--- config.mk ---
export PLATFORM = sky130hd
export DESIGN_NAME = multi_channel_alarm_timer_core
export DESIGN_NICKNAME = d
export VERILOG_FILES = /design/src/hw/rtl/mcat_pkg.sv /design/src/hw/rtl/mcat_ram.sv /design/src/hw/rtl/mcat_div.sv /design/src/hw/rtl/multi_channel_alarm_timer_core.sv
export VERILOG_INCLUDE_DIRS = /design/src /design/src/hw/rtl
export SDC_FILE = /design/constraint.sdc
export NUM_CORES = 2
export LEC_CHECK = 0
export BUFFER_PORTS_ARGS = -buffer_cell sky130_fd_sc_hd__buf_4
export CORE_MARGIN = 2
export CORE_UTILIZATION = 55
export DETAILED_ROUTE_END_ITERATION = 12
export PLACE_DENSITY = 0.83
export SLEW_MARGIN = 20
export SYNTH_ARGS = -nofsm -noshare
export SYNTH_HDL_FRONTEND = slang
export SYNTH_SLANG_ARGS = --single-unit
--- constraint.sdc ---
create_clock -name clk -period 42.8 [get_ports clk]
set_input_delay 2.14 -clock clk [delete_from_list [all_inputs] [get_ports clk]]
set_output_delay 2.14 -clock clk [all_outputs]
set_load 0.1 [all_outputs]
--- src/hw/rtl/multi_channel_alarm_timer_core_assert.svh ---
// assertion macros for the alarm timer core
`ifndef MULTI_CHANNEL_ALARM_TIMER_CORE_ASSERT_SVH
`define MULTI_CHANNEL_ALARM_TIMER_CORE_ASSERT_SVH

// condition that must hold on every clock edge out of reset
`define MCAT_CHECK(lbl, cond) \
  lbl: assert property (@(posedge clk) disable iff (rst) (cond)) \
    else $error("mcat check failed");

// antecedent implies consequent in the same cycle
`define MCAT_IMPLY(lbl, ante, cons) \
  lbl: assert property (@(posedge clk) disable iff (rst) (ante) |-> (cons)) \
    else $error("mcat implication failed");

`endif

--- src/hw/rtl/mcat_pkg.sv ---
// shared types and constants of the alarm timer core
`timescale 1ns / 1ps
package mcat_pkg;

  localparam int TIMER_COUNT = 8;
  localparam int IDX_W       = (TIMER_COUNT > 1) ? $clog2(TIMER_COUNT) : 1;
  localparam int CNT_W       = $clog2(TIMER_COUNT + 1);
  localparam int MAX_FIRES   = 64;
  localparam int FIRE_CNT_W  = $clog2(MAX_FIRES + 1);
  localparam int TIME_W      = 64;
  localparam int FREQ_W      = 32;
  localparam int TICKS_W     = 32;
  localparam int PERIOD_W    = 52;
  localparam int DIVD_W      = 52;
  localparam int DIV_CNT_W   = $clog2(DIVD_W + 1);
  localparam int HANDLE_W    = 8;
  localparam int OUT_IDX_W   = 5;

  localparam logic [FREQ_W-1:0]   DEFAULT_FREQ = 32'd1000;
  localparam logic [19:0]         US_PER_S     = 20'd1000000;
  localparam logic [PERIOD_W-1:0] PERIOD_MAX   = '1;

  // input word layout
  localparam int IN_TDATA_W = 80;
  localparam int IN_H_LO    = 0;
  localparam int IN_F_LO    = 8;
  localparam int IN_T_LO    = 40;
  localparam int IN_RL_BIT  = 72;
  localparam int IN_EN_BIT  = 73;

  // output word layout
  localparam int OUT_TDATA_W = 72;
  localparam int OUT_OK_BIT  = 5;
  localparam int OUT_T_LO    = 6;

  localparam logic RES_ALLOC = 1'b0;
  localparam logic RES_FIRE  = 1'b1;

  typedef enum logic [2:0] {
    KIND_ALLOC  = 3'd0,
    KIND_SET_EN = 3'd1,
    KIND_ARM    = 3'd2,
    KIND_REMOVE = 3'd3,
    KIND_CLEAR  = 3'd4,
    KIND_TICK   = 3'd5
  } kind_t;

  typedef enum logic [3:0] {
    ST_IDLE,
    ST_ARM_MUL,
    ST_ARM_START,
    ST_ARM_WAIT,
    ST_ARM_WR,
    ST_SCAN,
    ST_DECIDE,
    ST_FIRE,
    ST_EMIT
  } state_t;

  // one timer entry in the table memory
  typedef struct packed {
    logic [TIME_W-1:0]   due_time;
    logic [PERIOD_W-1:0] period;
    logic [FREQ_W-1:0]   frequency;
  } entry_t;

  localparam int ENTRY_W = $bits(entry_t);

  typedef struct packed {
    logic              start;
    logic [DIVD_W-1:0] dividend;
    logic [FREQ_W-1:0] divisor;
  } div_req_t;

endpackage

--- src/hw/rtl/mcat_ram.sv ---
// generic single write port ram with registered read
`timescale 1ns / 1ps
module mcat_ram #(
  parameter int WIDTH = 8,
  parameter int DEPTH = 8
) (
  input  logic                              clk,
  input  logic                              we,
  input  logic [((DEPTH>1)?$clog2(DEPTH):1)-1:0] waddr,
  input  logic [WIDTH-1:0]                  wdata,
  input  logic                              re,
  input  logic [((DEPTH>1)?$clog2(DEPTH):1)-1:0] raddr,
  output logic [WIDTH-1:0]                  rdata
);

  logic [WIDTH-1:0] mem [DEPTH];

  // write and registered read
  always_ff @(posedge clk) begin
    if (we) begin
      mem[waddr] <= wdata;
    end
    if (re) begin
      rdata <= mem[raddr];
    end
  end

endmodule

--- src/hw/rtl/mcat_div.sv ---
// bit-serial restoring divider for the alarm period
`timescale 1ns / 1ps
module mcat_div
  import mcat_pkg::*;
(
  input  logic              clk,
  input  logic              rst,
  input  div_req_t          req,
  output logic              done,
  output logic [DIVD_W-1:0] quotient
);

  logic                 busy;
  logic [DIV_CNT_W-1:0] cnt;
  logic [FREQ_W-1:0]    rem;
  logic [FREQ_W-1:0]    dvs;
  logic [FREQ_W:0]      trial;
  logic [FREQ_W:0]      diff;
  logic                 ge;

  // one quotient bit per cycle
  assign trial = {rem, quotient[DIVD_W-1]};
  assign diff  = trial - {1'b0, dvs};
  assign ge    = trial >= {1'b0, dvs};

  always_ff @(posedge clk) begin
    if (rst) begin
      busy <= 1'b0;
      done <= 1'b0;
    end else begin
      done <= 1'b0;
      if (req.start) begin
        busy <= 1'b1;
        cnt  <= DIV_CNT_W'(DIVD_W);
      end else if (busy) begin
        cnt <= cnt - 1'b1;
        if (cnt == DIV_CNT_W'(1)) begin
          busy <= 1'b0;
          done <= 1'b1;
        end
      end
    end
  end

  // datapath
  always_ff @(posedge clk) begin
    if (req.start) begin
      rem      <= '0;
      dvs      <= req.divisor;
      quotient <= req.dividend;
    end else if (busy) begin
      rem      <= ge ? diff[FREQ_W-1:0] : trial[FREQ_W-1:0];
      quotient <= {quotient[DIVD_W-2:0], ge};
    end
  end

endmodule

--- src/hw/rtl/multi_channel_alarm_timer_core.sv ---
// Bank of TIMER_COUNT alarm timers on a microsecond time base. Commands come in as
// one word each on the s_axis side (kind in tuser); allocation answers and timer fires
// leave as words on the m_axis side, tlast on the final word of a command. Frequency,
// period and due time of each timer sit in one table memory with registered read; the
// flags sit in flip-flops. Arm computes the period with the 52-step serial divider
// unless the frequency read is zero. A tick scans the table once per fire and once
// more, at most 64 fires per tick. Allocate and tick wait while the output word is
// still held.
// No clearing pass is needed after reset.
`timescale 1ns / 1ps
module multi_channel_alarm_timer_core
  import mcat_pkg::*;
(
  input  logic                   clk,
  input  logic                   rst,
  input  logic                   s_axis_tvalid,
  output logic                   s_axis_tready,
  // timer_handle, frequency, alarm_ticks, reload, enable, zero pad
  input  logic [IN_TDATA_W-1:0]  s_axis_tdata,
  // kind
  input  logic [2:0]             s_axis_tuser,
  output logic                   m_axis_tvalid,
  input  logic                   m_axis_tready,
  // timer_index, alloc_ok, fire_time, zero pad
  output logic [OUT_TDATA_W-1:0] m_axis_tdata,
  // result_kind
  output logic                   m_axis_tuser,
  output logic                   m_axis_tlast
);

  state_t state, state_next;

  logic [TIMER_COUNT-1:0] active, enabled, auto_rl, armed, entry_valid;
  logic [TIMER_COUNT-1:0] cand;

  logic [TIME_W-1:0]     current_time, target;
  logic [HANDLE_W-1:0]   h_in;
  logic                  h_ok;
  logic [IDX_W-1:0]      idx_in, h_q;
  logic [TICKS_W-1:0]    ticks_q;
  logic                  reload_q;
  logic [DIVD_W-1:0]     prod_q;
  logic [FREQ_W-1:0]     freq_q, freq_in;
  logic [PERIOD_W-1:0]   p_q, p_eff;

  logic                  free_found;
  logic [IDX_W-1:0]      free_idx;

  logic                  ram_we, ram_re, rd_valid_q;
  logic [IDX_W-1:0]      ram_waddr, ram_raddr;
  entry_t                ram_wdata, rdata;

  div_req_t              div_req;
  logic                  div_done;
  logic [DIVD_W-1:0]     div_q;

  logic [CNT_W-1:0]      cnt;
  logic [IDX_W-1:0]      eval_idx, pick;
  logic                  found;
  logic [TIME_W-1:0]     best;
  entry_t                pick_entry;
  logic [FIRE_CNT_W-1:0] fires;

  logic                  pend_v, pend_kind, pend_ok;
  logic [IDX_W-1:0]      pend_idx;
  logic [TIME_W-1:0]     pend_time;

  logic                  out_free, push, push_last, go;

  // field extraction
  assign h_in     = s_axis_tdata[IN_H_LO +: HANDLE_W];
  assign h_ok     = h_in < HANDLE_W'(TIMER_COUNT);
  assign idx_in   = IDX_W'(h_in);
  assign freq_in  = (s_axis_tdata[IN_F_LO +: FREQ_W] == '0) ? DEFAULT_FREQ
                                                            : s_axis_tdata[IN_F_LO +: FREQ_W];
  assign cand     = active & enabled & armed;
  assign eval_idx = IDX_W'(cnt - 1'b1);
  assign out_free = !m_axis_tvalid || m_axis_tready;
  assign go       = !pend_v || out_free;
  assign p_eff    = (p_q == '0) ? PERIOD_W'(1) : p_q;

  // lowest free timer
  always_comb begin
    free_found = 1'b0;
    free_idx   = '0;
    for (int i = TIMER_COUNT - 1; i >= 0; i--) begin
      if (!active[i]) begin
        free_found = 1'b1;
        free_idx   = IDX_W'(i);
      end
    end
  end

  mcat_ram #(.WIDTH(ENTRY_W), .DEPTH(TIMER_COUNT)) u_table (
    .clk   (clk),
    .we    (ram_we),
    .waddr (ram_waddr),
    .wdata (ram_wdata),
    .re    (ram_re),
    .raddr (ram_raddr),
    .rdata (rdata)
  );

  mcat_div u_div (
    .clk      (clk),
    .rst      (rst),
    .req      (div_req),
    .done     (div_done),
    .quotient (div_q)
  );

  // state register
  always_ff @(posedge clk) begin
    if (rst) begin
      state <= ST_IDLE;
    end else begin
      state <= state_next;
    end
  end

  // next state and control
  always_comb begin
    state_next       = state;
    s_axis_tready    = 1'b0;
    ram_we           = 1'b0;
    ram_waddr        = '0;
    ram_wdata        = '0;
    ram_re           = 1'b0;
    ram_raddr        = '0;
    div_req.start    = 1'b0;
    div_req.dividend = prod_q;
    div_req.divisor  = freq_q;
    push             = 1'b0;
    push_last        = 1'b0;
    case (state)
      ST_IDLE: begin
        s_axis_tready = 1'b1;
        if (s_axis_tvalid) begin
          case (kind_t'(s_axis_tuser))
            KIND_ALLOC: begin
              if (free_found) begin
                ram_we              = 1'b1;
                ram_waddr           = free_idx;
                ram_wdata.frequency = freq_in;
              end
              state_next = ST_EMIT;
            end
            KIND_ARM: begin
              if (h_ok) begin
                ram_re     = 1'b1;
                ram_raddr  = idx_in;
                state_next = ST_ARM_MUL;
              end
            end
            KIND_TICK: state_next = ST_SCAN;
            default:   state_next = ST_IDLE;
          endcase
        end
      end
      ST_ARM_MUL: state_next = ST_ARM_START;
      ST_ARM_START: begin
        if (freq_q != '0) begin
          div_req.start = 1'b1;
          state_next    = ST_ARM_WAIT;
        end else begin
          state_next = ST_ARM_WR;
        end
      end
      ST_ARM_WAIT: begin
        if (div_done) begin
          state_next = ST_ARM_WR;
        end
      end
      ST_ARM_WR: begin
        ram_we              = 1'b1;
        ram_waddr           = h_q;
        ram_wdata.frequency = freq_q;
        ram_wdata.period    = p_eff;
        ram_wdata.due_time  = current_time + TIME_W'(p_eff);
        state_next          = ST_IDLE;
      end
      ST_SCAN: begin
        if (cnt < CNT_W'(TIMER_COUNT)) begin
          ram_re    = 1'b1;
          ram_raddr = IDX_W'(cnt);
        end else begin
          state_next = ST_DECIDE;
        end
      end
      ST_DECIDE: begin
        if (found && fires < FIRE_CNT_W'(MAX_FIRES)) begin
          state_next = ST_FIRE;
        end else begin
          state_next = ST_EMIT;
        end
      end
      ST_FIRE: begin
        if (go) begin
          push = pend_v;
          if (auto_rl[pick]) begin
            ram_we             = 1'b1;
            ram_waddr          = pick;
            ram_wdata          = pick_entry;
            ram_wdata.due_time = best + TIME_W'(pick_entry.period);
          end
          state_next = ST_SCAN;
        end
      end
      ST_EMIT: begin
        if (go) begin
          push       = pend_v;
          push_last  = 1'b1;
          state_next = ST_IDLE;
        end
      end
      default: state_next = ST_IDLE;
    endcase
  end

  // timer flags
  always_ff @(posedge clk) begin
    if (rst) begin
      active      <= '0;
      enabled     <= '0;
      auto_rl     <= '0;
      armed       <= '0;
      entry_valid <= '0;
    end else begin
      if (state == ST_IDLE && s_axis_tvalid) begin
        case (kind_t'(s_axis_tuser))
          KIND_ALLOC: begin
            if (free_found) begin
              active[free_idx]      <= 1'b1;
              enabled[free_idx]     <= 1'b0;
              auto_rl[free_idx]     <= 1'b0;
              armed[free_idx]       <= 1'b0;
              entry_valid[free_idx] <= 1'b1;
            end
          end
          KIND_SET_EN: begin
            if (h_ok) begin
              enabled[idx_in] <= s_axis_tdata[IN_EN_BIT];
            end
          end
          KIND_REMOVE: begin
            if (h_ok) begin
              active[idx_in]      <= 1'b0;
              enabled[idx_in]     <= 1'b0;
              auto_rl[idx_in]     <= 1'b0;
              armed[idx_in]       <= 1'b0;
              entry_valid[idx_in] <= 1'b0;
            end
          end
          KIND_CLEAR: begin
            active      <= '0;
            enabled     <= '0;
            auto_rl     <= '0;
            armed       <= '0;
            entry_valid <= '0;
          end
          default: ;
        endcase
      end
      if (state == ST_ARM_WR) begin
        armed[h_q]       <= 1'b1;
        auto_rl[h_q]     <= reload_q;
        entry_valid[h_q] <= 1'b1;
      end
      if (state == ST_FIRE && go && !auto_rl[pick]) begin
        armed[pick] <= 1'b0;
      end
    end
  end

  // time base, scan state and pending answer
  always_ff @(posedge clk) begin
    if (rst) begin
      current_time <= '0;
      pend_v       <= 1'b0;
      fires        <= '0;
      cnt          <= '0;
      found        <= 1'b0;
    end else begin
      case (state)
        ST_IDLE: begin
          if (s_axis_tvalid && kind_t'(s_axis_tuser) == KIND_ALLOC) begin
            pend_v    <= 1'b1;
            pend_kind <= RES_ALLOC;
            pend_idx  <= free_found ? free_idx : '0;
            pend_ok   <= free_found;
            pend_time <= '0;
          end
          target <= current_time + 1'b1;
          best   <= current_time + 1'b1;
          cnt    <= '0;
          found  <= 1'b0;
          fires  <= '0;
        end
        ST_SCAN: begin
          cnt <= cnt + 1'b1;
          if (cnt != '0 && cand[eval_idx] && rdata.due_time <= best) begin
            found      <= 1'b1;
            pick       <= eval_idx;
            best       <= rdata.due_time;
            pick_entry <= rdata;
          end
        end
        ST_DECIDE: begin
          if (!(found && fires < FIRE_CNT_W'(MAX_FIRES))) begin
            current_time <= target;
          end
        end
        ST_FIRE: begin
          if (go) begin
            pend_v    <= 1'b1;
            pend_kind <= RES_FIRE;
            pend_idx  <= pick;
            pend_ok   <= 1'b0;
            pend_time <= best;
            fires     <= fires + 1'b1;
            cnt       <= '0;
            found     <= 1'b0;
            best      <= target;
          end
        end
        ST_EMIT: begin
          if (go) begin
            pend_v <= 1'b0;
          end
        end
        default: ;
      endcase
    end
  end

  // arm datapath
  always_ff @(posedge clk) begin
    if (state == ST_IDLE) begin
      h_q      <= idx_in;
      ticks_q  <= s_axis_tdata[IN_T_LO +: TICKS_W];
      reload_q <= s_axis_tdata[IN_RL_BIT];
    end
    if (ram_re) begin
      rd_valid_q <= entry_valid[ram_raddr];
    end
    if (state == ST_ARM_MUL) begin
      prod_q <= DIVD_W'(ticks_q) * DIVD_W'(US_PER_S);
      freq_q <= rd_valid_q ? rdata.frequency : '0;
    end
    if (state == ST_ARM_START && freq_q == '0) begin
      p_q <= PERIOD_MAX;
    end
    if (state == ST_ARM_WAIT && div_done) begin
      p_q <= PERIOD_W'(div_q);
    end
  end

  // output word register
  always_ff @(posedge clk) begin
    if (rst) begin
      m_axis_tvalid <= 1'b0;
    end else if (push) begin
      m_axis_tvalid <= 1'b1;
    end else if (m_axis_tready) begin
      m_axis_tvalid <= 1'b0;
    end
  end

  always_ff @(posedge clk) begin
    if (push) begin
      m_axis_tdata <= {2'b00, pend_time, pend_ok, OUT_IDX_W'(pend_idx)};
      m_axis_tuser <= pend_kind;
      m_axis_tlast <= push_last;
    end
  end

  `include "multi_channel_alarm_timer_core_assert.svh"

  `MCAT_CHECK(a_fire_limit, fires <= FIRE_CNT_W'(MAX_FIRES))
  `MCAT_CHECK(a_armed_written, (armed & ~entry_valid) == '0)
  `MCAT_IMPLY(a_div_in_wait, div_done, state == ST_ARM_WAIT)
  `MCAT_IMPLY(a_fire_no_ok, m_axis_tvalid && m_axis_tuser == RES_FIRE, !m_axis_tdata[OUT_OK_BIT])

endmodule

* Yosys cells after proc, flatten, opt, wreduce, memory -nomap -nowiden *
Memories as Yosys holds them, arrays and structs flattened. A register that Yosys moved wholly into a read port is not among the register bits.
Index checks and enable logic that the tools add are counted.

storage, ports and cells
  flip-flop bits (word level) = 767
  RAM bits = 1184
  input bits = 87
  output and inout bits = 76
  word-level logic and storage cells = 299
  memories kept = 1

operators by class
  $add $sub $neg = 8
  multipliers = 1
  magnitude comparators = 15
  equality and inequality tests = 25
  muxes and demuxes = 142
  bitwise gates (word level) = 21
  reductions and logical operators = 48

memory list
  name         depth  width  rd ports  clocked after Yosys merged registers in  write ports  line            text
  u_table.mem  8      148    1         1                                        1            mcat_ram.sv:16  logic [WIDTH-1:0] mem [DEPTH];

operators with widths
  kind                                                                   number
  148-bit two-way mux                                                    2
  52-bit two-way mux                                                     5
  64-bit two-way mux                                                     4
  116-bit one-hot mux with 2 select lines                                1
  64-bit one-hot mux with 3 select lines                                 1
  8-bit two-way mux                                                      22
  32-bit two-way mux                                                     5
  64-bit by 52-bit adder with 64-bit output                              2
  64-bit one-hot mux with 2 select lines                                 1
  32-bit one-hot mux with 3 select lines                                 1
  8-bit one-hot mux with 3 select lines                                  4
  8-bit AND                                                              11
  64-bit by 1-bit adder with 64-bit output, second input constant        1
  64-bit <= comparator                                                   1
  32-bit zero test                                                       2
  3-bit two-way mux                                                      20
  52-bit zero test                                                       1
  32-bit by 14-bit multiplier with 46-bit output, second input constant  1
  1-bit two-way mux                                                      44
  33-bit by 32-bit greater-or-equal comparator with 1-bit output         1
  8-bit OR                                                               4
  4-bit one-hot mux with 8 select lines                                  1
  8-bit one-hot mux with 4 select lines                                  1
  32-bit nonzero test                                                    1
  50 further kinds                                                       123

* Logic depth before layout (Yosys ltp) *
  depth after elaboration = 23
  depth in mapped cells = 21
  mapped depth without buffers = 21

* Hierarchy *
A second synthesis with hierarchy kept.

second synthesis, totals
  cell total of the unflattened synthesis = 6657
  area, all modules = 97369.6 µm²

by module, submodules not included
  module                          instances  cells an instance  area an instance (µm²)  sequential area each (µm²)
  mcat_ram                        1          1871               48916.9                 39998.4
  multi_channel_alarm_timer_core  1          4121               41459.8                 18087.3
  mcat_div                        1          665                6993.0                  3383.2

* Worst setup path before layout *
OpenSTA, ideal clock, no wires.

  kind = input-to-reg
  start point = input s_axis_tuser[1]
  end point = memory u_table.mem[7][0] (netlist bit) (enable)
  setup time = 836 ps
  arrival time = 13510 ps
  data required time = 41964 ps
  setup slack = 28454 ps
  cell stages on the path = 7
  path buffers = 2
  cells stage by stage = or2_2 buf_1 or3_1 buf_2 nor3_1 a221oi_1 nor3_1

on the way
  word-level cells in the longest chain between the ends = 6
  elaborated cells on any way between the ends = 9
  classes of those cells = mux: 8; reduce/logical: 1

ends and longest elaborated chain
  element                                  line                                   text
  start, declared                          multi_channel_alarm_timer_core.sv:21   input logic [2:0] s_axis_tuser,
  3-bit zero test *                        multi_channel_alarm_timer_core.sv:139  case (kind_t'(s_axis_tuser))
  1-bit two-way mux                        multi_channel_alarm_timer_core.sv:139
  1-bit two-way mux                        multi_channel_alarm_timer_core.sv:138  if (s_axis_tvalid) begin
  1-bit one-hot mux with 3 select lines    multi_channel_alarm_timer_core.sv:135  case (state)
  1-bit two-way mux                        mcat_ram.sv:20                         if (we) begin
  1-bit two-way mux (implied by the code)  mcat_ram.sv:21                         mem[waddr] <= wdata;
  end, declared                            mcat_ram.sv:16

Mark *: on every way between the ends. The rest lies on a longest branch, timed or not.

* Worst setup path in the final report *
  start point = input s_axis_tvalid
  end point = memory u_table.mem[5][50] (netlist bit) (enable)

on the way
  word-level cells in the longest chain between the ends = 4
  elaborated cells on any way between the ends = 6
  classes of those cells = mux: 6

ends and longest elaborated chain
  element                                  line                                   text
  start, declared                          multi_channel_alarm_timer_core.sv:16   input logic s_axis_tvalid,
  1-bit two-way mux                        multi_channel_alarm_timer_core.sv:138
  1-bit one-hot mux with 3 select lines    multi_channel_alarm_timer_core.sv:135
  1-bit two-way mux                        mcat_ram.sv:20
  1-bit two-way mux (implied by the code)  mcat_ram.sv:21

Several ways; a longest one is shown, not always the timed one.

==> metrics.yaml <==
outcome:
  status: "finished, final reports clean"
sta:
  tns_ns: 0
  fin_ws_ns: 36.32
  skew_ns: 0.0662
  hold_slack_ns: 0.389
  grt_setup_unrepaired: "false"
  fin_crit_sh: 0.151
  fmax_mhz: 154
  period_needed_ns: 6.48
  setup_viol: 0
  slew-limit-headroom: 0.199
  slew_violations: 0
  worst_slew_pin_slew_ns: 1.19
  hold_viol: 0
synth:
  synth-adder-area-share: 0.0734
  synth_top_family_by_area: "simple AND/OR/NAND/NOR gates"
  synth_xor_area_frac: 0.0220
  syn_area_per_cell_um2: 11.5
  yosys.area_share.simple: 0.160
  netlist_instances: 8607
  ys_ff_latch: 2099
  synth_edf_count: 1943
  ys.flop_type: "edfxtp_1"
  ys_warn_count: 0
  syn_area_um2: 98800
  synthMuxAreaShare: 0.00298
  async_reset_ff_frac: 0
  ys_seq_area_frac: 0.622
  synth_cell_types: 110
  synth_compound_area_frac: 0.0832
die:
  die_area_um2: 183000
  rows: 155
  coreArea_um2: 178000
  start_util: 0.554
  die_h_um: 428
  die_w_um: 428
  num_io_pins: 163
cells_and_area:
  drive_above_1_share: 0.0712
  layout.nets: 9134
  diodes: 0
  seq_area_um2: 61500
  mostFrequentLayoutCell: "nand2_1"
  multi_input_comb_area_um2: 33900
  mostFrequentLayoutCells: "nand2_1, edfxtp_1, nand3_1"
  area_delta_synth_final_pct: 9.69
  fillers: 13014
critical_path:
  start_kind: "input pin"
  critical_path_class: "in -> reg"
  end_kind: "register"
  path_max_fanout: 48
  cp.required_ns: 43.27
  rr_startpoint: "ticks_q[2]"
  arrival_ns: 6.96
  cp-startpoint: "s_axis_tvalid"
clock_network:
  root_buffer: "clkbuf_16"
  cts.path.max_buffers: 3
  cts-resized-gates: 0
  cts_tree: "built"
  insertion_delay_ns: 0.89
  clock_sinks: 2099
  cts_setup_buffers: 0
  clk_pin_slew_worst_paths_ns: 0.07
  h-tree-depth: 4
  numCtsBuffers: 199
  ctsHoldBuffers: 0
global_route:
  antenna_found_initial: 4
  grt_pass1_vias: 67602
  grt_start_max_net_pins: 189
  grt_usage: 0.269
  grt-ovfl-total: 0
  grt_first_pass_wirelength_mm: 385
route:
  wl_per_cell_um: 22.7
  vias_per_cell: 6.19
  dr_total_vias: 68634
  dr.pass1.iters: 7
  drc: 0
  antenna_left: 0
  drt_wl_total_mm: 252
  drtIter0Drc: 8880
placed_design:
  place.gp.congestion: 0.977
  numPortBuffers: 152
  dp_slack_ns: 35.12
  dp_hpwl_mm: 157
worst_hold_path:
  min_path_type: "reg -> reg"
  hp-start: "u_table.rdata[43]"
run:
  drv_cap: 0
## kinds of logic after synthesis
group                    Yosys count
other                              1
flip-flops                      2099
multiplexers                      29
adder cells (fa/ha/maj)          497
AND/OR/NAND/NOR                 3565
buffers and inverters            894
XOR/XNOR                         247
AO/OA/AOI/OAI                   1275
## path summary, 6_finish.rpt
path                                      endpoint  slack [ns]  cells past startpoint
worst max-delay path            u_table.mem[5][50]       36.32                     10
worst min-delay path                pick_entry[43]        0.39                      0
worst max register to register          prod_q[51]       36.33                     21
worst min register to register      pick_entry[43]        0.39                      0
## cell type report
type                            instances  area share
Multi-Input combinational cell       5617       0.313
Clock buffer                          276      0.0507
Tap cell                             2355      0.0272
Clock inverter                        103      0.0109
Timing Repair Buffer                  238      0.0175
Sequential cell                      2099       0.567
Inverter                              395      0.0137
## critical path, cell delays in order
cell and delay [ns]:
buf_4 0.13, nand2_1 0.33, or3_1 0.47, nor2_1 0.16, a221oi_1 0.58, clkbuf_2 0.28, o31ai_1 0.22, nor3_2 0.83
buf_4 0.90, buf_4 0.84
## through the flow
step | instances | util | area (um^2)
2_1_floorplan | 8610 | - | 98800
3_3_place_gp | 10701 | 0.570 | 102000
3_5_place_dp | 10701 | 0.570 | 102000
4_1_cts | 11080 | 0.607 | 108000
5_1_grt | 11083 | 0.608 | 108000
6_report | 11083 | 0.608 | 108000
## synthesized netlist by cell type (71+ instances only)
cell         n  area [um^2]
inv_1      393         1480
or3_1       71          444
a21oi_1    328         1640
a21o_1     133          998
o21ai_1    108          541
dfxtp_1    156         3120
o21ai_0    212         1060
buf_2      123          616
xnor2_1    151         1320
nand3_1    839         4200
edfxtp_1  1943        58300
clkbuf_1   321         1200
fa_1       138         2760
nand2_1   1961         7360
ha_1       359         4490
nand4_1     77          482
xor2_1      95          832
nor2_1     288         1080
## registers in the layout, summed over array words and instances, names as in the netlist, 46 cells and up
signal	count
prod_q	46
u_table.mem	1184
pick_entry	84
u_table.rdata	148
target	64
u_div.quotient	52
pend_time	64
best	64
current_time	64
m_axis_tdata	68
p_q	52
## per-layer routing
metal  vias to the layer above  global-route usage  part of all wire
met5                         -                   0           0.00019
met4                         8               0.121             0.044
met3                       674              0.0545              0.11
met2                      4216               0.434              0.47
met1                     33092               0.353              0.37
li1                      30644                   -                 -
Power is left out: the tool's default activity adds up to more than one toggle a clock period on the data nets, which glitch-free logic cannot reach.
